==> config.mk <==
export PLATFORM = sky130hd
export DESIGN_NAME = scalar_risc_core_step
export DESIGN_NICKNAME = d
export VERILOG_FILES = /design/src/rtl/core/srcs_pkg.sv /design/src/rtl/core/srcs_exec.sv /design/src/rtl/core/scalar_risc_core_step.sv
export SDC_FILE = /design/constraint.sdc
export NUM_CORES = 2
export LEC_CHECK = 0
export ABC_AREA = 0
export BUFFER_PORTS_ARGS = -buffer_cell sky130_fd_sc_hd__clkbuf_2
export CAP_MARGIN = 20
export CORE_MARGIN = 1.5
export CORE_UTILIZATION = 58
export DETAILED_ROUTE_END_ITERATION = 10
export PLACE_DENSITY = 0.75
export SLEW_MARGIN = 20
export SYNTH_ARGS = -nofsm -noshare
export SYNTH_HDL_FRONTEND = slang
export SYNTH_SLANG_ARGS = --single-unit
export TNS_END_PERCENT = 5
==> constraint.sdc <==
create_clock -name clk_i -period 6.25 [get_ports clk_i]
set_input_delay 0.3125 -clock clk_i [delete_from_list [all_inputs] [get_ports clk_i]]
set_output_delay 0.3125 -clock clk_i [all_outputs]
set_load 0.01 [all_outputs]
==> src/rtl/core/srcs_pkg.sv <==
// Shared opcodes, function codes and result type of the scalar integer core.
package srcs_pkg;

  // Input word layout
  localparam int unsigned INSTR_W    = 32;
  localparam int unsigned STATUS_W   = 3;
  localparam int unsigned IN_TDATA_W = 40;

  // tuser selector
  localparam logic FUNC_EXEC   = 1'b0;
  localparam logic FUNC_STATUS = 1'b1;

  // Status command bits
  localparam int unsigned ST_CLR_HALT  = 0;
  localparam int unsigned ST_SET_HALT  = 1;
  localparam int unsigned ST_CLR_BROKE = 2;

  // Primary opcodes
  localparam logic [5:0] OP_SPECIAL = 6'h00;
  localparam logic [5:0] OP_REGIMM  = 6'h01;
  localparam logic [5:0] OP_J       = 6'h02;
  localparam logic [5:0] OP_JAL     = 6'h03;
  localparam logic [5:0] OP_BEQ     = 6'h04;
  localparam logic [5:0] OP_BNE     = 6'h05;
  localparam logic [5:0] OP_BLEZ    = 6'h06;
  localparam logic [5:0] OP_BGTZ    = 6'h07;
  localparam logic [5:0] OP_ADDI    = 6'h08;
  localparam logic [5:0] OP_ADDIU   = 6'h09;
  localparam logic [5:0] OP_ANDI    = 6'h0C;
  localparam logic [5:0] OP_ORI     = 6'h0D;
  localparam logic [5:0] OP_XORI    = 6'h0E;
  localparam logic [5:0] OP_LUI     = 6'h0F;
  localparam logic [5:0] OP_SW      = 6'h2B;

  // SPECIAL function field
  localparam logic [5:0] FN_SLL   = 6'h00;
  localparam logic [5:0] FN_SRL   = 6'h02;
  localparam logic [5:0] FN_SRA   = 6'h03;
  localparam logic [5:0] FN_SLLV  = 6'h04;
  localparam logic [5:0] FN_SRLV  = 6'h06;
  localparam logic [5:0] FN_SRAV  = 6'h07;
  localparam logic [5:0] FN_JR    = 6'h08;
  localparam logic [5:0] FN_JALR  = 6'h09;
  localparam logic [5:0] FN_BREAK = 6'h0D;
  localparam logic [5:0] FN_ADD   = 6'h20;
  localparam logic [5:0] FN_ADDU  = 6'h21;
  localparam logic [5:0] FN_SUB   = 6'h22;
  localparam logic [5:0] FN_SUBU  = 6'h23;
  localparam logic [5:0] FN_AND   = 6'h24;
  localparam logic [5:0] FN_OR    = 6'h25;
  localparam logic [5:0] FN_XOR   = 6'h26;
  localparam logic [5:0] FN_NOR   = 6'h27;

  // REGIMM rt field
  localparam logic [4:0] RI_BLTZ   = 5'h00;
  localparam logic [4:0] RI_BGEZ   = 5'h01;
  localparam logic [4:0] RI_BLTZAL = 5'h10;
  localparam logic [4:0] RI_BGEZAL = 5'h11;

  localparam logic [4:0]  LINK_REG   = 5'd31;
  localparam logic [31:0] STORE_BASE = 32'h0400_0000;

  // Per-word execute result, excluding the PC
  typedef struct packed {
    logic        store_valid;
    logic [31:0] store_address;
    logic [31:0] store_data;
    logic        write_valid;
    logic [4:0]  write_index;
    logic [31:0] write_value;
    logic        is_halted;
    logic        is_broken;
    logic        unknown_op;
  } srcs_res_t;

endpackage

==> src/rtl/core/srcs_exec.sv <==
// Decode, ALU, branch resolution and flag update for one word.
module srcs_exec
  import srcs_pkg::*;
#(
  parameter int unsigned PC_BITS = 12
) (
  input  logic                func_i,
  input  logic [INSTR_W-1:0]  instr_i,
  input  logic [STATUS_W-1:0] status_i,
  input  logic [31:0]         rs_val_i,
  input  logic [31:0]         rt_val_i,
  input  logic [PC_BITS-1:0]  pc_i,
  input  logic [PC_BITS-1:0]  next_pc_i,
  input  logic                halted_i,
  input  logic                broke_i,
  output srcs_res_t           res_o,
  output logic [PC_BITS-1:0]  pc_o,
  output logic [PC_BITS-1:0]  next_pc_o
);

  logic [5:0]         op;
  logic [5:0]         fn;
  logic [4:0]         rt;
  logic [4:0]         rd;
  logic [4:0]         sa;
  logic [15:0]        imm;
  logic [31:0]        imm_sx;
  logic [31:0]        imm_zx;
  logic [PC_BITS-1:0] pc_p4;
  logic [PC_BITS-1:0] btarget;
  logic [PC_BITS-1:0] jtarget;
  logic [PC_BITS-1:0] rtarget;
  logic [31:0]        link;
  logic               a_neg;
  logic               a_zero;

  logic               wv;
  logic [4:0]         widx;
  logic [31:0]        wval;
  logic               sv;
  logic               unk;
  logic               take;
  logic [PC_BITS-1:0] target;
  logic               halted_d;
  logic               broke_d;

  assign op      = instr_i[31:26];
  assign fn      = instr_i[5:0];
  assign rt      = instr_i[20:16];
  assign rd      = instr_i[15:11];
  assign sa      = instr_i[10:6];
  assign imm     = instr_i[15:0];
  assign imm_sx  = {{16{imm[15]}}, imm};
  assign imm_zx  = {16'h0000, imm};
  assign pc_p4   = pc_i + PC_BITS'(4);
  assign btarget = pc_p4 + {imm_sx[PC_BITS-3:0], 2'b00};
  assign jtarget = {instr_i[PC_BITS-3:0], 2'b00};
  assign rtarget = {rs_val_i[PC_BITS-1:2], 2'b00};
  assign link    = {{(32-PC_BITS){1'b0}}, pc_i + PC_BITS'(8)};
  assign a_neg   = rs_val_i[31];
  assign a_zero  = (rs_val_i == 32'h0);

  always_comb begin
    wv       = 1'b0;
    widx     = rd;
    wval     = 32'h0;
    sv       = 1'b0;
    unk      = 1'b0;
    take     = 1'b0;
    target   = btarget;
    halted_d = halted_i;
    broke_d  = broke_i;
    case (op)
      OP_SPECIAL: begin
        case (fn)
          FN_SLL:  begin wv = 1'b1; wval = rt_val_i << sa; end
          FN_SRL:  begin wv = 1'b1; wval = rt_val_i >> sa; end
          FN_SRA:  begin wv = 1'b1; wval = 32'($signed(rt_val_i) >>> sa); end
          FN_SLLV: begin wv = 1'b1; wval = rt_val_i << rs_val_i[4:0]; end
          FN_SRLV: begin wv = 1'b1; wval = rt_val_i >> rs_val_i[4:0]; end
          FN_SRAV: begin
            wv   = 1'b1;
            wval = 32'($signed(rt_val_i) >>> rs_val_i[4:0]);
          end
          FN_JR: begin
            take   = 1'b1;
            target = rtarget;
          end
          FN_JALR: begin
            take   = 1'b1;
            target = rtarget;
            wv     = 1'b1;
            wval   = link;
          end
          FN_BREAK: begin
            halted_d = 1'b1;
            broke_d  = 1'b1;
          end
          FN_ADD, FN_ADDU: begin wv = 1'b1; wval = rs_val_i + rt_val_i; end
          FN_SUB, FN_SUBU: begin wv = 1'b1; wval = rs_val_i - rt_val_i; end
          FN_AND:  begin wv = 1'b1; wval = rs_val_i & rt_val_i; end
          FN_OR:   begin wv = 1'b1; wval = rs_val_i | rt_val_i; end
          FN_XOR:  begin wv = 1'b1; wval = rs_val_i ^ rt_val_i; end
          FN_NOR:  begin wv = 1'b1; wval = ~(rs_val_i | rt_val_i); end
          default: unk = 1'b1;
        endcase
      end
      OP_REGIMM: begin
        case (rt)
          RI_BLTZ: take = a_neg;
          RI_BGEZ: take = ~a_neg;
          RI_BLTZAL: begin
            take = a_neg;
            wv   = 1'b1;
            widx = LINK_REG;
            wval = link;
          end
          RI_BGEZAL: begin
            take = ~a_neg;
            wv   = 1'b1;
            widx = LINK_REG;
            wval = link;
          end
          default: unk = 1'b1;
        endcase
      end
      OP_J: begin
        take   = 1'b1;
        target = jtarget;
      end
      OP_JAL: begin
        take   = 1'b1;
        target = jtarget;
        wv     = 1'b1;
        widx   = LINK_REG;
        wval   = link;
      end
      OP_BEQ:  take = (rs_val_i == rt_val_i);
      OP_BNE:  take = (rs_val_i != rt_val_i);
      OP_BLEZ: take = a_neg | a_zero;
      OP_BGTZ: take = ~a_neg & ~a_zero;
      OP_ADDI, OP_ADDIU: begin wv = 1'b1; widx = rt; wval = rs_val_i + imm_sx; end
      OP_ANDI: begin wv = 1'b1; widx = rt; wval = rs_val_i & imm_zx; end
      OP_ORI:  begin wv = 1'b1; widx = rt; wval = rs_val_i | imm_zx; end
      OP_XORI: begin wv = 1'b1; widx = rt; wval = rs_val_i ^ imm_zx; end
      OP_LUI:  begin wv = 1'b1; widx = rt; wval = {imm, 16'h0000}; end
      OP_SW:   sv = 1'b1;
      default: unk = 1'b1;
    endcase
  end

  always_comb begin
    res_o = '0;
    pc_o      = pc_i;
    next_pc_o = next_pc_i;
    if (func_i == FUNC_STATUS) begin
      res_o.is_halted = status_i[ST_SET_HALT] ? 1'b1 :
                        (status_i[ST_CLR_HALT] ? 1'b0 : halted_i);
      res_o.is_broken = status_i[ST_CLR_BROKE] ? 1'b0 : broke_i;
    end else begin
      // r0 writes are dropped and report as no write
      if (wv && (widx != 5'd0)) begin
        res_o.write_valid = 1'b1;
        res_o.write_index = widx;
        res_o.write_value = wval;
      end
      if (sv) begin
        res_o.store_valid   = 1'b1;
        res_o.store_address = STORE_BASE | (rs_val_i + imm_sx);
        res_o.store_data    = rt_val_i;
      end
      res_o.unknown_op = unk;
      res_o.is_halted  = halted_d;
      res_o.is_broken  = broke_d;
      // taken: run the delay slot next, then go to target
      if (take) begin
        pc_o      = pc_p4;
        next_pc_o = target;
      end else begin
        pc_o      = next_pc_i;
        next_pc_o = next_pc_i + PC_BITS'(4);
      end
    end
  end

endmodule

==> src/rtl/core/scalar_risc_core_step.sv <==
// Top level of the scalar integer core: input register, register file, execute, result register.
//
// Scalar MIPS-I style integer core that executes one instruction word (or one status
// command) per input word and returns one result word for each. Throughput is one word
// per clock while m_axis does not stall: a word is accepted while the previous one
// executes, and the result register lets a new word enter while an earlier result still
// waits. Each word executes from the input register, and its result is captured in the
// result register that drives m_axis. At acceptance the rs and rt fields are looked up in
// the 32 x 32 register file (registered read); if the word executing in that same cycle
// writes one of those registers, its value is bypassed, so back-to-back dependent words
// see correct operands. Execute (decode, ALU, branch and PC update) is a single stage, and
// the register file, PC pair and halt/break flags are updated as the result is registered.
// Registers read as zero after reset through a per-entry valid bit; no clearing pass is
// needed. Branches and jumps have one delay slot; fetch_address is the PC to fetch next.
// An unknown opcode raises unknown_op, writes nothing and still advances the PC.
module scalar_risc_core_step
  import srcs_pkg::*;
#(
  parameter int unsigned PC_BITS = 12,
  localparam int unsigned OUT_BITS    = PC_BITS + 106,
  localparam int unsigned OUT_TDATA_W = ((OUT_BITS + 7) / 8) * 8
) (
  input  logic                   clk_i,
  input  logic                   rst_ni,
  input  logic                   s_axis_tvalid,
  output logic                   s_axis_tready,
  // [31:0] instruction, [34:32] status_bits, rest zero
  input  logic [IN_TDATA_W-1:0]  s_axis_tdata,
  // [0] func
  input  logic                   s_axis_tuser,
  output logic                   m_axis_tvalid,
  input  logic                   m_axis_tready,
  // from bit 0 up: fetch_address, store_valid, store_address, store_data,
  // write_valid, write_index, write_value, is_halted, is_broken, unknown_op, zero fill
  output logic [OUT_TDATA_W-1:0] m_axis_tdata
);

  // Input register
  logic                ex_vld_q;
  logic                ex_func_q;
  logic [INSTR_W-1:0]  ex_instr_q;
  logic [STATUS_W-1:0] ex_status_q;

  // Register file and operand capture
  logic [31:0] rf_mem [32];
  logic [31:0] rf_vld_q;
  logic [31:0] mem_a_q, mem_b_q;
  logic        vld_a_q, vld_b_q;
  logic        byp_a_q, byp_b_q;
  logic [31:0] byp_val_q;
  logic [31:0] rs_val, rt_val;

  // Architectural state
  logic [PC_BITS-1:0] pc_q, pc_d;
  logic [PC_BITS-1:0] npc_q, npc_d;
  logic               halted_q, broke_q;

  // Result register
  logic                   out_vld_q;
  logic [OUT_TDATA_W-1:0] out_data_q, out_data_d;

  srcs_res_t   res;
  logic        in_fire, ex_fire, wr_en;
  logic [4:0]  rs_in, rt_in;

  assign ex_fire       = ex_vld_q & (~out_vld_q | m_axis_tready);
  assign s_axis_tready = ~ex_vld_q | ex_fire;
  assign in_fire       = s_axis_tvalid & s_axis_tready;
  assign rs_in         = s_axis_tdata[25:21];
  assign rt_in         = s_axis_tdata[20:16];
  assign wr_en         = ex_fire & res.write_valid;

  always_ff @(posedge clk_i or negedge rst_ni) begin
    if (!rst_ni) begin
      ex_vld_q <= 1'b0;
    end else if (s_axis_tready) begin
      ex_vld_q <= s_axis_tvalid;
    end
  end

  always_ff @(posedge clk_i) begin
    if (in_fire) begin
      ex_func_q   <= s_axis_tuser;
      ex_instr_q  <= s_axis_tdata[INSTR_W-1:0];
      ex_status_q <= s_axis_tdata[INSTR_W+STATUS_W-1:INSTR_W];
    end
  end

  // Register file storage: one write, two registered reads
  always_ff @(posedge clk_i) begin
    if (wr_en) begin
      rf_mem[res.write_index] <= res.write_value;
    end
    if (in_fire) begin
      mem_a_q <= rf_mem[rs_in];
      mem_b_q <= rf_mem[rt_in];
    end
  end

  // Written-since-reset bits; r0 is never written so it stays zero
  always_ff @(posedge clk_i or negedge rst_ni) begin
    if (!rst_ni) begin
      rf_vld_q <= '0;
    end else if (wr_en) begin
      rf_vld_q[res.write_index] <= 1'b1;
    end
  end

  // Operand flags and bypass of the word retiring in the same cycle
  always_ff @(posedge clk_i) begin
    if (in_fire) begin
      vld_a_q   <= rf_vld_q[rs_in];
      vld_b_q   <= rf_vld_q[rt_in];
      byp_a_q   <= wr_en & (res.write_index == rs_in);
      byp_b_q   <= wr_en & (res.write_index == rt_in);
      byp_val_q <= res.write_value;
    end
  end

  assign rs_val = byp_a_q ? byp_val_q : (vld_a_q ? mem_a_q : 32'h0);
  assign rt_val = byp_b_q ? byp_val_q : (vld_b_q ? mem_b_q : 32'h0);

  srcs_exec #(
    .PC_BITS(PC_BITS)
  ) u_exec (
    .func_i    (ex_func_q),
    .instr_i   (ex_instr_q),
    .status_i  (ex_status_q),
    .rs_val_i  (rs_val),
    .rt_val_i  (rt_val),
    .pc_i      (pc_q),
    .next_pc_i (npc_q),
    .halted_i  (halted_q),
    .broke_i   (broke_q),
    .res_o     (res),
    .pc_o      (pc_d),
    .next_pc_o (npc_d)
  );

  // PC pair and flags commit with the result
  always_ff @(posedge clk_i or negedge rst_ni) begin
    if (!rst_ni) begin
      pc_q     <= '0;
      npc_q    <= PC_BITS'(4);
      halted_q <= 1'b1;
      broke_q  <= 1'b0;
    end else if (ex_fire) begin
      pc_q     <= pc_d;
      npc_q    <= npc_d;
      halted_q <= res.is_halted;
      broke_q  <= res.is_broken;
    end
  end

  always_comb begin
    out_data_d = '0;
    out_data_d[OUT_BITS-1:0] = {res.unknown_op, res.is_broken, res.is_halted,
                                res.write_value, res.write_index, res.write_valid,
                                res.store_data, res.store_address, res.store_valid,
                                pc_d};
  end

  always_ff @(posedge clk_i or negedge rst_ni) begin
    if (!rst_ni) begin
      out_vld_q <= 1'b0;
    end else if (ex_fire) begin
      out_vld_q <= 1'b1;
    end else if (m_axis_tready) begin
      out_vld_q <= 1'b0;
    end
  end

  always_ff @(posedge clk_i) begin
    if (ex_fire) begin
      out_data_q <= out_data_d;
    end
  end

  assign m_axis_tvalid = out_vld_q;
  assign m_axis_tdata  = out_data_q;

endmodule

Yosys cells after proc, flatten, opt, wreduce, memory -nomap -nowiden
Memories as Yosys holds them, arrays and structs flattened. A register that Yosys moved wholly into a read port is not among the register bits.
Cells that the tools add are included.
- order comparisons: 4
- divide/modulo/power cells: 0
- multiplexer cells: 45
- bitwise gates (word level): 23
- equal/unequal tests: 37
- $add $sub $neg: 7
- reductions and logical operators: 24
- shifts and indexed selects: 6
- $mul: 0
- operator list (operator ; number):
    $pmux 32 s13 ; 1
    $pmux 32 s8 ; 1
    $mux 32 ; 4
    $mux 38 ; 2
    $mux 65 ; 1
    $add 32x32->32 ; 2
    $or 32x32->32 ; 2
    $shl 32x5->32 ; 2
    $shr 32x5->32 ; 2
    $sshr 32x5->32 ; 2
    $mux 12 ; 5
    $eq 6x4->1 const B ; 9
    $eq 6x6->1 const B ; 9
    $eq 6x3->1 const B ; 7
    $and 32x16->32 ; 1
    $and 32x32->32 ; 1
    $eq 32x32->1 ; 1
    $logic_not 32->1 ; 1
    $ne 32x32->1 ; 1
    $not 32->32 ; 1
    $or 32x16->32 ; 1
    $sub 32x32->32 ; 1
    $xor 32x16->32 ; 1
    $xor 32x32->32 ; 1
    36 further kinds ; 87
- memories: 1
- flip-flop bits (word level): 250
- bits in latches: 0
- input port bits: 45
- word-level logic and storage cells: 165
- memory bits (writable): 1024
- output and inout bits: 122
- bits in read-only memories: 0
- memories (name ; words ; width ; rd ports ; clocked after Yosys merged registers in ; write ports ; RTL line ; RTL):
    rf_mem ; 32 ; 32 ; 2 ; 2 ; 1 ; scalar_risc_core_step.sv:45 ; logic [31:0] rf_mem [32];

Longest topological paths before layout
- depth after elaboration: 13
- gate-level depth with buffers: 19
- mapped depth without buffers: 16

Hierarchy
Synthesis repeated with hierarchy kept, for this count alone.
- cells, all modules: 6477
- area total of the unflattened synthesis: 76314.4 µm²
- modules (own cells, without submodules) (module ; area each (µm²) ; times used ; seq. area each (µm²) ; cells an instance):
    scalar_risc_core_step ; 59940.0 ; 1 ; 39880.7 ; 4014
    srcs_exec ; 16374.5 ; 1 ; 0.0 ; 2463

Worst setup path before layout
No wires, ideal clock.
- path kind: register -> register
- start point: register byp_a_q
- end point: register byp_val_q[29] (data pin)
- setup slack: 1.046 ns
- cell stages (with the launch flop): 18
- arrival time: 4.794 ns
- path through: edfxtp_1 > buf_4 > buf_2 > nor2b_1 > clkbuf_1 > a22o_1 > inv_1 > ha_1 > o21a_1 > o21a_1 > o22ai_1 > o22ai_1 > or4_1 > a31o_2 > a311o_1 > xor2_1 > nand2_1 > a31oi_1
- RTL lines (what ; RTL line ; RTL):
    start: declaration ; scalar_risc_core_step.sv:49 ; logic byp_a_q, byp_b_q;
    start signal: assignment ; scalar_risc_core_step.sv:114 ; byp_a_q <= wr_en & (res.write_index == rs_in);
    end signal: assignment ; scalar_risc_core_step.sv:116 ; byp_val_q <= res.write_value;
    end: declaration ; scalar_risc_core_step.sv:50 ; logic [31:0] byp_val_q;

==> metrics.csv <==
metric,value,unit
Sequential Area,39700,um2
Area Growth Syn to Fin,12.7,%
status,completed,
TritonCTS buffer count,136,
residual DRC count,0,
hold path depth,1,
Core Footprint,126000,um2
final setup violation count,0,
main combinational cell family by area after synthesis,multiplexers,
DP HPWL,184000,um
max-slew violation count,0,
CP max FO,34,
CTS max path bufs,3,
top cell family by delay on the critical path,compound AO/OA/AOI/OAI gates,
synthesized area,74000,um2
Synth async-reset ratio,4.50,%
port bufs,159,
Placed Area,78700,um2
fin util,66.1,%
Nets,5475,
number of synthesized flops with an enable pin,1272,
WP buf/inv,1,
"FF+latch count, synth",1332,
dpl ws,766,ps
Routed WL,289000,um
Routed Antenna Nets,0,
Hold Slack,78.8,ps
RePlAce Congestion,1.07,
CTS tree,yes,
initial antenna violation count,15,
Fillers,8378,
Critical Path Max Stage Delay,680,ps
Post-Synthesis Cells,4993,
CP startpoint kind,flip-flop,
share of post-route cells with drive strength above 1,29.3,%
post-cts gate resize count,0,
worst slew pin tran,1170,ps
Rel. slew slack,21.7,%
critical path type,reg2reg,
Post-Synth Adder-Cell Area,2.38,%
reg2reg path depth,14,
number of global-route vias before repair,53060,
RSZ-0062 raised after global routing,no,
DR WL/cell,41.0,um
Post-synth top flop,edfxtp_1,
post-synthesis simple-gate area fraction,6.58,%
mux share of post-synthesis cell area,24.8,%
kind of end point of the critical path,flip-flop,
Starting Density,58.7,%
CP Depth,14,
max cap viols,0,
sequential cell area fraction in the yosys report,53.6,%
fmax,172,MHz
Synth Area in XOR/XNOR,1.43,%
setup ws final,439,ps
gr ovfl total,0,
"Hold Vio Cnt, Final",0,
H-tree Lvls,4,
vias per inst,7.63,
yosys synthesis warning count,0,
Layout Skew,35.8,ps
row cnt,130,
Setup TNS,0,ps
DR vias,53855,
clock latency on the worst-skew pair,790,ps
TritonRoute pass-1 iters,8,
leak pwr,31.4,nW
reg2reg setup slack,440,ps
largest net degree at the start of global routing,113,
root buffer cell,clkbuf_16,
die extent in x,360,um
number of distinct library cells after synthesis,107,
area of the multi-input gates,33000,um2
Critical Path RT,6720,ps
crit-path cells,"nor2b_2, a22o_1, ha_1, a211oi_1, o211ai_1, a31o_2, a2111oi_0, o31a_1, o221a_2, xnor2_1, nor2_1, o31ai_1, a21oi_2, buf_4",
Synth Area in Compound Gates,8.43,%
Syn Area/Cell,14.8,um2
DIE AREA,130000,um2
maximum VDD drop,0.322,mV
"Reg clk slew, reported paths",60,ps
Initial DRC Count,8294,
Final period util,93.0,%
pwr/cell area,261,nW/um2
CP max stage cell,a2111oi_0,
Final Critical Period,5810,ps
Total GRT Usage,44.4,%
"Design Area, Final",83400,um2
clk sinks,1332,
global-route wire length before repair,403000,um
Worst Hold Class,in2reg,
Setup Buffers After CTS,0,
Critical Path AT,6280,ps
die height,360,um
Top-Level Pins,167,
## where the power goes
part	total [W]	internal, W	switching (W)
clock	0.00832	0.00461	0.00372
combinational	0.00334	0.00122	0.00212
sequential	0.0101	0.00987	0.000207
total	0.0217	0.0157	0.00605
## timing repair
item / in CTS / in global routing
setup endpoints to repair: 0 / 0
hold buffers: 30 / 0
hold endpoints to repair: 86 / 0
## layer usage
metal / vias to the layer above / share of wire (%) / GRT usage [%]
met5: - / 0.0090 / 0
met4: 4 / 8.7 / 31.8
met3: 1132 / 12 / 10.6
met2: 4798 / 47 / 70.2
met1: 26996 / 33 / 54.0
li1: 20925 / - / -
## layout make-up
class | instances | share of cell area (%)
sequential | 1332 | 47.6
multi-input combinational | 3204 | 39.5
timing repair buffer | 485 | 4.49
clock buffer | 168 | 4.35
tap | 1650 | 2.47
clock inverter | 77 | 0.990
inverter | 134 | 0.609
antenna | 7 | 0.0210
## cells in the final DEF, fill, tap and decap left out, drive strengths merged, types with 20 or more instances in the layout
master       instances
buf                305
a22oi               34
dlygate4sd3         30
o21ai              175
nand2b              26
a211oi              55
and2                44
a21o                29
nand2              300
clkinv              59
conb                34
edfxtp            1272
a221oi              34
o221ai              27
mux2               102
nand3b              32
nor3                83
mux2i              214
clkbuf             318
mux4               669
dfrtp               58
o211ai              50
nor2               287
o31ai               26
nand3               66
nand4               25
inv                136
or2                 39
ha                 133
a31oi               29
xnor2               73
o21a                20
nor2b               26
a22o                25
o22ai               35
xor2                47
a21oi              235
## per-stage QoR
| stage | total power (W) | instances |
|---|---|---|
| finish | 0.0217 | 7057 |
| global route | 0.0222 | 7050 |
| CTS | 0.0217 | 7049 |
| detailed placement | 0.0135 | 6774 |
| global placement | 0.0135 | 6774 |
| floorplan | 0.0123 | 5026 |
## state kept, by name, indices dropped and copies added (netlist names), 3 cells and up
register and cells:
byp_val_q 32, ex_instr_q 27, ex_status_q 3, m_axis_tdata 117, mem_a_q 32, mem_b_q 32, npc_q 12, pc_q 12
rf_mem 1024, rf_vld_q 32
## worst paths after layout
check	from	end
min	s_axis_tdata[16]	ex_instr_q[16]
min reg2reg	rf_vld_q[0]	rf_vld_q[0]
min in group asynchronous	rst_ni	pc_q[0]
max in group asynchronous	rst_ni	rf_vld_q[27]
max reg2reg	byp_b_q	rf_mem[9][17]
max	byp_b_q	rf_mem[9][17]
## cells by family after synthesis
| kind of cell | after synthesis |
|---|---|
| adder cells (fa/ha/maj) | 139 |
| flip-flops | 1332 |
| other | 1 |
| multiplexers | 985 |
| AO/OA/AOI/OAI | 922 |
| XOR/XNOR | 120 |
| buffers and inverters | 490 |
| AND/OR/NAND/NOR | 1004 |
## cells in the mapped netlist, types with 26 or more instances
library cell | n | area, um2
a31oi_1 | 28 | 175
nor2_1 | 282 | 1060
a221oi_1 | 34 | 298
mux2_2 | 100 | 1130
mux2i_1 | 214 | 2140
xor2_1 | 47 | 412
inv_1 | 121 | 454
o31ai_1 | 26 | 195
ha_1 | 133 | 1660
nand3b_1 | 30 | 225
and2_1 | 43 | 269
edfxtp_1 | 1272 | 38200
o211ai_1 | 50 | 375
clkbuf_1 | 221 | 830
mux4_2 | 669 | 15100
o221ai_1 | 27 | 236
buf_2 | 50 | 250
nor3_1 | 80 | 400
a21o_1 | 29 | 218
nand2_1 | 297 | 1110
a211oi_1 | 54 | 405
o21ai_0 | 159 | 796
nand3_1 | 66 | 330
xnor2_1 | 72 | 631
dfrtp_1 | 58 | 1450
a21oi_1 | 233 | 1170
o22ai_1 | 35 | 219
buf_1 | 54 | 203
a22oi_1 | 27 | 203
No activity file was read; power rests on OpenSTA's default activity.
